===== config.mk =====
export PLATFORM = sky130hd
export DESIGN_NAME = load_average_priority_scheduler
export DESIGN_NICKNAME = d
export VERILOG_FILES = /design/src/rtl/laps_pkg.sv /design/src/rtl/laps_divider.sv /design/src/rtl/laps_datapath.sv /design/src/rtl/laps_controller.sv /design/src/rtl/load_average_priority_scheduler.sv
export SDC_FILE = /design/constraint.sdc
export NUM_CORES = 1
export LEC_CHECK = 0
export ABC_AREA = 1
export BUFFER_PORTS_ARGS = -buffer_cell sky130_fd_sc_hd__buf_4
export CAP_MARGIN = 20
export CORE_MARGIN = 2
export CORE_UTILIZATION = 40
export CTS_BUF_LIST = sky130_fd_sc_hd__clkbuf_4 sky130_fd_sc_hd__clkbuf_8 sky130_fd_sc_hd__clkbuf_16
export DETAILED_ROUTE_END_ITERATION = 6
export GPL_TIMING_DRIVEN = 1
export PLACE_DENSITY = 0.56
export SLEW_MARGIN = 20
export SYNTH_ARGS = -nofsm -noshare
export SYNTH_HDL_FRONTEND = slang
export SYNTH_HIERARCHICAL = 1
export SYNTH_SLANG_ARGS = --single-unit
export TNS_END_PERCENT = 100

===== constraint.sdc =====
create_clock -name clk -period 16.2 [get_ports clk]
set_clock_uncertainty 0.05 [all_clocks]
set_input_delay 3.24 -clock clk [delete_from_list [all_inputs] [get_ports clk]]
set_output_delay 3.24 -clock clk [all_outputs]
set_load 0.01 [all_outputs]

===== src/rtl/laps_pkg.sv =====
// Package for the load-average priority scheduler.
// Shared widths, constants, types and the controller state enum; no dependencies.
package laps_pkg;
	localparam int NUM_PROCS_DEF  = 16;
	localparam int WINDOW_LEN_DEF = 60;
	localparam int READY_MAX      = 64;
	localparam int RECENT_MAX     = 511;
	localparam int PRIO_MAX       = 2047;
	localparam int QUANT_MAX      = 1023;
	localparam logic [7:0] QUANTUM_RESET = 8'd2;

	localparam logic OP_TICK  = 1'b0;
	localparam logic OP_WRITE = 1'b1;

	typedef enum logic [2:0] {
		ST_IDLE,
		ST_LOAD_DIV,
		ST_READ,
		ST_MUL,
		ST_START,
		ST_DIV,
		ST_EMIT
	} laps_state_t;

	// controller -> datapath
	typedef struct packed {
		logic tick_start;   // update window from captured input
		logic load_start;   // start load division
		logic div_start;    // start per-entry division
		logic mul_en;       // register product and divisor
		logic rd_en;        // read table entry
		logic entry_done;   // result loaded for output, write back and advance
		logic out_load;     // load output register
	} laps_cmd_t;

	// datapath -> controller
	typedef struct packed {
		logic div_busy;
		logic last_entry;
	} laps_sts_t;
endpackage


===== src/rtl/laps_divider.sv =====
// Restoring divider, one quotient bit per cycle.
// Self-contained; no package dependencies.
module laps_divider #(
	parameter int W = 16
) (
	input  logic         clk,
	input  logic         arst_n,
	input  logic         start,
	input  logic [W-1:0] dividend,
	input  logic [W-1:0] divisor,
	output logic         busy,
	output logic [W-1:0] quotient
);
	localparam int CW = $clog2(W + 1);
	logic [W-1:0]  rem_q, quo_q, dvs_q;
	logic [CW-1:0] cnt_q;
	logic [W:0]    trial;
	logic [W:0]    shifted;

	assign shifted  = {rem_q, quo_q[W-1]};
	assign trial    = shifted - {1'b0, dvs_q};
	assign quotient = quo_q;

	always_ff @(posedge clk or negedge arst_n) begin
		if (!arst_n) begin
			cnt_q <= '0;
			busy  <= 1'b0;
		end else if (start) begin
			cnt_q <= CW'(W);
			busy  <= 1'b1;
		end else if (busy) begin
			cnt_q <= cnt_q - 1'b1;
			if (cnt_q == CW'(1)) busy <= 1'b0;
		end
	end

	always_ff @(posedge clk) begin
		if (start) begin
			rem_q <= '0;
			quo_q <= dividend;
			dvs_q <= divisor;
		end else if (busy) begin
			if (!trial[W]) begin
				rem_q <= trial[W-1:0];
				quo_q <= {quo_q[W-2:0], 1'b1};
			end else begin
				rem_q <= shifted[W-1:0];
				quo_q <= {quo_q[W-2:0], 1'b0};
			end
		end
	end
endmodule


===== src/rtl/laps_datapath.sv =====
// Datapath: load window, process tables, shared divider and output register.
// Depends on laps_pkg and laps_divider.
module laps_datapath #(
	parameter int NUM_PROCS  = laps_pkg::NUM_PROCS_DEF,
	parameter int WINDOW_LEN = laps_pkg::WINDOW_LEN_DEF
) (
	input  logic                clk,
	input  logic                arst_n,
	input  laps_pkg::laps_cmd_t cmd,
	output laps_pkg::laps_sts_t sts,
	input  logic [6:0]          ready_count,
	input  logic                wr_en,
	input  logic [5:0]          wr_index,
	input  logic [7:0]          wr_base,
	input  logic [7:0]          wr_ext,
	input  logic [7:0]          quantum_base,
	input  logic                out_pop,
	output logic                out_valid,
	output logic [5:0]          entry_index,
	output logic [10:0]         priority_res,
	output logic [9:0]          quantum,
	output logic [8:0]          recent_usage,
	output logic [6:0]          load_average,
	output logic                last
);
	import laps_pkg::*;
	localparam int PW = (NUM_PROCS > 1) ? $clog2(NUM_PROCS) : 1;
	localparam int WW = (WINDOW_LEN > 1) ? $clog2(WINDOW_LEN) : 1;
	localparam int DW = 16;

	logic [6:0]  win_mem [WINDOW_LEN];
	logic [6:0]  win_rd_q;
	logic [WINDOW_LEN-1:0] win_vld_q;
	logic [WW-1:0] wptr_q;
	logic [11:0] sum_q;
	logic [6:0]  seen_q;
	logic [6:0]  ready_sat;
	logic [6:0]  old_sample;

	logic [NUM_PROCS-1:0] ent_vld_q;
	logic [8:0] recent_mem [NUM_PROCS];
	logic [7:0] base_mem [NUM_PROCS];
	logic [7:0] ext_mem [NUM_PROCS];
	logic [PW-1:0] idx_q;
	logic [8:0] rec_rd_q;
	logic [7:0] base_rd_q, ext_rd_q;
	logic [6:0] load_q;
	logic [15:0] prod_q, dvs_q;
	logic [DW-1:0] div_a, div_b, div_q;
	logic div_busy;
	logic [9:0] new_rec_w;
	logic [8:0] new_rec;
	logic [10:0] prio_sum;
	logic [9:0] quant_sum;

	assign ready_sat  = (ready_count > 7'(READY_MAX)) ? 7'(READY_MAX) : ready_count;
	// pointer is stable between ticks, so the registered read is current at the tick
	assign old_sample = win_vld_q[wptr_q] ? win_rd_q : 7'd0;

	always_ff @(posedge clk) begin
		if (cmd.tick_start) win_mem[wptr_q] <= ready_sat;
		win_rd_q <= win_mem[wptr_q];
	end

	always_ff @(posedge clk or negedge arst_n) begin
		if (!arst_n) begin
			win_vld_q <= '0;
			wptr_q    <= '0;
			sum_q     <= '0;
			seen_q    <= '0;
		end else if (cmd.tick_start) begin
			win_vld_q[wptr_q] <= 1'b1;
			sum_q  <= sum_q - 12'(old_sample) + 12'(ready_sat);
			if (seen_q < 7'(WINDOW_LEN)) seen_q <= seen_q + 1'b1;
			wptr_q <= (32'(wptr_q) + 1 >= WINDOW_LEN) ? '0 : wptr_q + 1'b1;
		end
	end

	// shared divider: load average, then one quotient per entry
	assign div_a = cmd.load_start ? DW'(sum_q) : prod_q;
	assign div_b = cmd.load_start ? DW'(seen_q) : dvs_q;

	laps_divider #(.W(DW)) u_div (
		.clk(clk), .arst_n(arst_n), .start(cmd.load_start | cmd.div_start),
		.dividend(div_a), .divisor(div_b), .busy(div_busy), .quotient(div_q)
	);
	assign sts.div_busy   = div_busy;
	assign sts.last_entry = (32'(idx_q) == NUM_PROCS - 1);

	always_ff @(posedge clk) begin
		if (wr_en && 32'(wr_index) < NUM_PROCS) begin
			base_mem[wr_index[PW-1:0]] <= wr_base;
			ext_mem[wr_index[PW-1:0]]  <= wr_ext;
		end
		if (cmd.entry_done) recent_mem[idx_q] <= new_rec;
		if (cmd.rd_en) begin
			rec_rd_q  <= recent_mem[idx_q];
			base_rd_q <= base_mem[idx_q];
			ext_rd_q  <= ext_mem[idx_q];
		end
		if (cmd.mul_en) begin
			prod_q <= 16'(load_q) * 16'(ent_vld_q[idx_q] ? rec_rd_q : 9'd0);
			dvs_q  <= 16'({load_q, 1'b1});
		end
	end

	// write valid: bit 0 means never written since reset (base and ext read as zero)
	logic [NUM_PROCS-1:0] wr_vld_q;
	logic [7:0] base_eff, ext_eff;
	assign base_eff = wr_vld_q[idx_q] ? base_rd_q : 8'd0;
	assign ext_eff  = wr_vld_q[idx_q] ? ext_rd_q  : 8'd0;

	always_ff @(posedge clk or negedge arst_n) begin
		if (!arst_n) begin
			ent_vld_q <= '0;
			wr_vld_q  <= '0;
			idx_q     <= '0;
			load_q    <= '0;
			out_valid <= 1'b0;
		end else begin
			if (wr_en && 32'(wr_index) < NUM_PROCS) wr_vld_q[wr_index[PW-1:0]] <= 1'b1;
			if (cmd.load_start) idx_q <= '0;
			if (cmd.out_load) out_valid <= 1'b1;
			else if (out_pop) out_valid <= 1'b0;
			if (cmd.entry_done) begin
				ent_vld_q[idx_q] <= 1'b1;
				idx_q <= sts.last_entry ? '0 : idx_q + 1'b1;
			end
			if (cmd.rd_en && idx_q == '0) begin
				load_q <= (div_q > 16'(READY_MAX)) ? 7'(READY_MAX) : div_q[6:0];
			end
		end
	end

	assign new_rec_w = 10'(div_q[8:0]) + 10'(ext_eff);
	assign new_rec   = (div_q > 16'(RECENT_MAX) || new_rec_w > 10'(RECENT_MAX))
		? 9'(RECENT_MAX) : new_rec_w[8:0];
	assign prio_sum  = 11'(base_eff) + {2'b0, ext_eff, 1'b0} + 11'(new_rec);
	assign quant_sum = 10'(quantum_base) + 10'(new_rec);

	always_ff @(posedge clk) begin
		if (cmd.out_load) begin
			entry_index  <= 6'(idx_q);
			priority_res <= prio_sum;
			quantum      <= quant_sum;
			recent_usage <= new_rec;
			load_average <= load_q;
			last         <= sts.last_entry;
		end
	end
endmodule


===== src/rtl/laps_controller.sv =====
// Controller state machine sequencing tick, load division and entry walk.
// Depends on laps_pkg.
module laps_controller (
	input  logic                clk,
	input  logic                arst_n,
	input  logic                tick_acc,
	input  logic                out_valid,
	input  logic                out_pop,
	input  laps_pkg::laps_sts_t sts,
	output laps_pkg::laps_cmd_t cmd,
	output logic                busy
);
	import laps_pkg::*;
	laps_state_t state_q, state_d;

	always_ff @(posedge clk or negedge arst_n) begin
		if (!arst_n) state_q <= ST_IDLE;
		else         state_q <= state_d;
	end

	always_comb begin
		state_d = state_q;
		case (state_q)
			ST_IDLE:     if (tick_acc) state_d = ST_LOAD_DIV;
			ST_LOAD_DIV: state_d = ST_READ;
			ST_READ:     if (!sts.div_busy) state_d = ST_MUL;
			ST_MUL:      state_d = ST_START;
			ST_START:    state_d = ST_DIV;
			ST_DIV:      if (!sts.div_busy && (!out_valid || out_pop)) state_d = ST_EMIT;
			ST_EMIT:     state_d = sts.last_entry ? ST_IDLE : ST_READ;
			default:     state_d = ST_IDLE;
		endcase
	end

	always_comb begin
		cmd  = '0;
		busy = (state_q != ST_IDLE);
		case (state_q)
			ST_IDLE:     cmd.tick_start = tick_acc;
			ST_LOAD_DIV: cmd.load_start = 1'b1;
			ST_READ:     cmd.rd_en = !sts.div_busy;
			ST_MUL:      cmd.mul_en = 1'b1;
			ST_START:    cmd.div_start = 1'b1;
			ST_EMIT: begin
				cmd.out_load   = 1'b1;
				cmd.entry_done = 1'b1;
			end
			default: cmd = '0;
		endcase
	end
endmodule


===== src/rtl/load_average_priority_scheduler.sv =====
// Top level of the load-average priority scheduler.
// Depends on laps_pkg, laps_controller and laps_datapath.
//
// Usage:
//   s_axis carries one transaction per item. s_axis_tuser is the opcode
//   (0 = tick, 1 = write entry). s_axis_tdata packs ready_count[6:0],
//   proc_index[12:7], base_prio[20:13], ext_prio[28:21].
//   A write updates one entry in the cycle it is accepted and emits nothing.
//   A tick pushes a sample into the window, divides the window sum by the
//   sample count, then walks all NUM_PROCS entries, emitting one m_axis
//   transaction per entry; m_axis_tlast marks the final entry.
//   The load division and each per-entry division use one shared 16-step
//   restoring divider. s_axis_tready drops during a tick walk; writes and
//   ticks wait. A stalled receiver holds the output register and pauses the
//   walk. Reset clears window, sum, count, pointer and every table entry
//   (through valid bits), and sets quantum_base to 2. quantum_base is written
//   through cfg_wr_en/cfg_wr_data; the user must write it only while idle,
//   as the block does not enforce this.
module load_average_priority_scheduler #(
	parameter int NUM_PROCS  = laps_pkg::NUM_PROCS_DEF,
	parameter int WINDOW_LEN = laps_pkg::WINDOW_LEN_DEF
) (
	input  logic        clk,
	input  logic        arst_n,
	input  logic        s_axis_tvalid,
	output logic        s_axis_tready,
	input  logic [31:0] s_axis_tdata,  // ready_count, proc_index, base_prio, ext_prio
	input  logic        s_axis_tuser,  // opcode
	output logic        m_axis_tvalid,
	input  logic        m_axis_tready,
	output logic [47:0] m_axis_tdata,  // entry_index, priority_res, quantum, recent_usage,
	                                   // load_average
	output logic        m_axis_tlast,  // last
	input  logic        cfg_wr_en,
	input  logic [7:0]  cfg_wr_data
);
	import laps_pkg::*;
	laps_cmd_t cmd;
	laps_sts_t sts;
	logic busy, s_acc, out_pop;
	logic [7:0] quantum_base_q;
	logic [5:0] entry_index;
	logic [10:0] priority_res;
	logic [9:0] quantum;
	logic [8:0] recent_usage;
	logic [6:0] load_average;

	// accept only while idle so no tick overlaps a walk
	assign s_axis_tready = !busy;
	assign s_acc   = s_axis_tvalid && s_axis_tready;
	assign out_pop = m_axis_tvalid && m_axis_tready;

	always_ff @(posedge clk or negedge arst_n) begin
		if (!arst_n)        quantum_base_q <= QUANTUM_RESET;
		else if (cfg_wr_en) quantum_base_q <= cfg_wr_data;
	end

	laps_controller u_ctrl (
		.clk(clk), .arst_n(arst_n),
		.tick_acc(s_acc && s_axis_tuser == OP_TICK),
		.out_valid(m_axis_tvalid), .out_pop(out_pop),
		.sts(sts), .cmd(cmd), .busy(busy)
	);

	laps_datapath #(.NUM_PROCS(NUM_PROCS), .WINDOW_LEN(WINDOW_LEN)) u_dp (
		.clk(clk), .arst_n(arst_n), .cmd(cmd), .sts(sts),
		.ready_count(s_axis_tdata[6:0]),
		.wr_en(s_acc && s_axis_tuser == OP_WRITE),
		.wr_index(s_axis_tdata[12:7]), .wr_base(s_axis_tdata[20:13]),
		.wr_ext(s_axis_tdata[28:21]), .quantum_base(quantum_base_q),
		.out_pop(out_pop), .out_valid(m_axis_tvalid),
		.entry_index(entry_index), .priority_res(priority_res), .quantum(quantum),
		.recent_usage(recent_usage), .load_average(load_average), .last(m_axis_tlast)
	);

	assign m_axis_tdata = {5'd0, load_average, recent_usage, quantum, priority_res,
		entry_index};
endmodule


==> results.md <==
- CTS max path bufs: 3
- Post-cts resize count: 0
- Routed wire length: 124.0 mm
- Hold-fix buffers, CTS: 0
- CP Data Arrival Time: 7610 ps
- Synthesized cell area: 49230 sq um
- CP Class: reg -> reg
- Post-synthesis register bit count: 1111
- Outcome: completed
- Worst skew pair latency: 720 ps
- DR vias: 32.26k
- Drt initial violations: 2549
- Initial antenna violation count: 2
- Ys async rst share: 13.14%
- Synth top area share: 57.46%
- Post-CTS Setup Bufs: 0
- Sw Share: 36.78%
- Finish-stage setup viols: 0
- Area Overhead vs Synth: 12.55%
- Register area: 32410 sq um
- Fin crit share: 44.54%
- Vias in the first global route: 31.83k
- Area leader, netlist: edfxtp_1
- Final ANT Viol Nets: 0
- Die Ht: 354.8 um
- IO buf count: 86
- Final hold violations: 0
- Worst min-delay path class: reg -> reg
- Drt pass-1 iters: 5
- R2R cell count: 26
- Die area: 125900 sq um
- Max Clk Rate: 138.6 MHz
- Global-route wire length before repair: 191.6 mm
- EDFF count, synth: 942
- Share of cells above drive strength 1: 9.890%
- Worst-Margin Slew: 1091 ps
- Largest net degree at the start of global routing: 89
- Crit path time final: 7216 ps
- Synth Flop Type: edfxtp_1
- Post-DR wirelength/cell: 19.47 um
- Root buffer cell: clkbuf_16
- Power Total: 9.335 mW
- H-Tree Depth: 3
- CTS tree: yes
- Synth area leaders: edfxtp_1, nand2_1, dfrtp_1, o21ai_0, nor2_1
- RSZ-0062 raised after global routing: no
- Fraction of power consumed by the clock network: 28.6%
- GRT Util Overall: 19.74%
- Library cells used by synthesis: 57
- CTS Buf Count: 112
- Depth of the worst hold-timing path: 0
- Synth warn: 6
- Commonest non-fill, non-tap cells in the layout: nand2_1, edfxtp_1, nor2_1
- Register share of total power: 38.0%
- PwrDens: 168.5 nW/um^2
- Sw Pwr: 3.434 mW
- Area of the multi-input gates: 14660 sq um
- Drt via density: 5.065
- Slew Limit Fails: 0
- Finished Cell Area: 55410 sq um
- Sequential share of the synthesized area: 65.82%
- Gpl congestion: 0.8415
- Rows: 128
- Sink Count: 1111
- Placed insts: 6154
- Non-Filler Instances: 6368
- Initial core utilization: 40.39%
- Core footprint: 121900 sq um
- DP Area: 51560 sq um
- Max-cap violations: 0
- Die width: 354.8 um
- # IOs: 97
- CP Max Fanout: 68
- TNS Setup: 0 ps
- Drc violations: 0
- Int Pwr: 5.901 mW
- Logic gate share of total power: 33.5%
- Startpoint types: register
- Clock-pin slew on the worst setup and hold paths: 60 ps
- Leakage: 22.27 nW
- Filler Cell Count: 11.27k
- Total global routing overflow: 0
- Final HPWL DP: 74.32 mm
- Required @ worst endpoint: 16600 ps
- Commonest non-fill, non-tap cell in the layout: nand2_1
- Synthesized area per cell: 10.78 sq um
- Final Util: 45.46%
- Gate Count Post-Synth: 4565
- Worst Setup End Kind: register
- Max-slew headroom: 26.99%
- Worst vdd ir: 0.09687 mV
- Nets: 4838
[state kept, by name (all words and copies together) (netlist names), 9 cells and up]
| register | count |
|---|---|
| u_dp/u_div/rem_q | 16 |
| u_dp/recent_usage | 9 |
| u_dp/ent_vld_q | 16 |
| u_dp/base_mem | 128 |
| u_dp/ext_mem | 128 |
| u_dp/u_div/dvs_q | 16 |
| u_dp/win_vld_q | 60 |
| u_dp/recent_mem | 144 |
| u_dp/u_div/quotient | 16 |
| u_dp/win_mem | 420 |
| u_dp/sum_q | 12 |
| u_dp/prod_q | 16 |
| u_dp/priority_res | 11 |
| u_dp/rec_rd_q | 9 |
| u_dp/quantum | 10 |
| u_dp/wr_vld_q | 16 |
[through the flow]
step / setup WS [ps] / hold slack [ps]
4_1_cts: 8990 / 328.2
5_1_grt: 8560 / 361.5
2_1_floorplan: 9461 / 374.0
6_report: 8984 / 324.3
3_5_place_dp: 9026 / 315.6
3_3_place_gp: 9088 / 319.6
[per-layer routing]
layer	part of all wire (%)	vias to the layer above	wire [um]	GRT usage (%)
met1	46	15710	56500	27.63
met3	5.4	203	6727	2.846
met2	46	773	57500	32.12
met4	2.6	4	3211	5.653
li1	-	15570	-	-
met5	0.024	-	30	0
[synth_stat cells (5+ instances only)]
master	instances
nand2_1	1301
edfxtp_1	942
nor2_1	457
inv_1	346
o21ai_0	346
a21oi_1	155
dfrtp_1	145
o22ai_1	110
nand3_1	100
ha_1	96
clkbuf_1	84
buf_2	73
fa_1	52
or2_2	49
nand4_1	44
or2_1	26
xor2_1	24
dfxtp_1	23
buf_4	20
a22oi_1	18
xnor2_1	18
nand2_2	14
inv_2	13
buf_1	12
a21o_1	9
nor2_2	9
o211ai_1	9
nor3_1	8
nand3b_1	7
a31oi_1	5
[critical path: stages, from the launching register on]
cell and delay, ps:
dfrtp_4 810, clkinv_2 800, buf_4 620, a21oi_1 220, o21ai_0 100, nand2_1 100
nand2_1 60, nand3_1 140, a21oi_4 90, nor2_1 300, ha_1 360, a21o_1 200
nand2_1 60, nand3_1 140, nand2_1 90, nand2_1 120, nor2_1 760, fa_1 560
inv_1 100, ha_1 190, inv_1 80, fa_1 400, nor2_1 120, a211o_1 170
nand3_1 110, nand3_1 100, nand2_1 70
[cell families after synthesis]
family | after synthesis | synth area share, %
adders and majority gates | 148 | 4.555
AOI/OAI and AO/OA | 672 | 7.447
buffers and inverters | 555 | 4.641
DFF | 1111 | 65.82
and+or+nand+nor | 2034 | 16.75
muxes | 1 | 0.02287
xor gates and xnor gates | 42 | 0.7472
other | 2 | 0.01526
[power by group through the flow]
stage / Combinational, mW / Clock [mW] / Sequential, mW
6_report: 3.12 / 2.67 / 3.54
3_5_place_dp: 3.12 / 0 / 3.60
2_1_floorplan: 2.31 / 0 / 3.49
5_1_grt: 3.55 / 2.84 / 3.57
3_3_place_gp: 3.10 / 0 / 3.60
4_1_cts: 3.14 / 2.73 / 3.54
[area by class of cell]
class | instances | area share [%]
Tap cell | 1625 | 3.670
Sequential cell | 1111 | 58.50
Clock inverter | 62 | 1.226
Multi-Input combinational cell | 2912 | 26.47
Inverter | 362 | 2.471
Timing Repair Buffer | 145 | 1.994
Clock buffer | 150 | 5.664
Antenna cell | 1 | 0.004517
[worst paths after layout]
kind                            slack, ps           start                   end
worst max-delay path                 8980   u_dp/idx_q[1]  u_dp/priority_res[9]
worst min-delay path                  320  u_dp/seen_q[6]        u_dp/seen_q[6]
worst max register to register       8980   u_dp/idx_q[1]  u_dp/priority_res[9]
worst min register to register        320  u_dp/seen_q[6]        u_dp/seen_q[6]
max in group asynchronous           12350          arst_n         u_dp/idx_q[1]
min in group asynchronous            2440          arst_n        u_dp/sum_q[10]
Note: power is estimated with default switching activity, not from simulation.
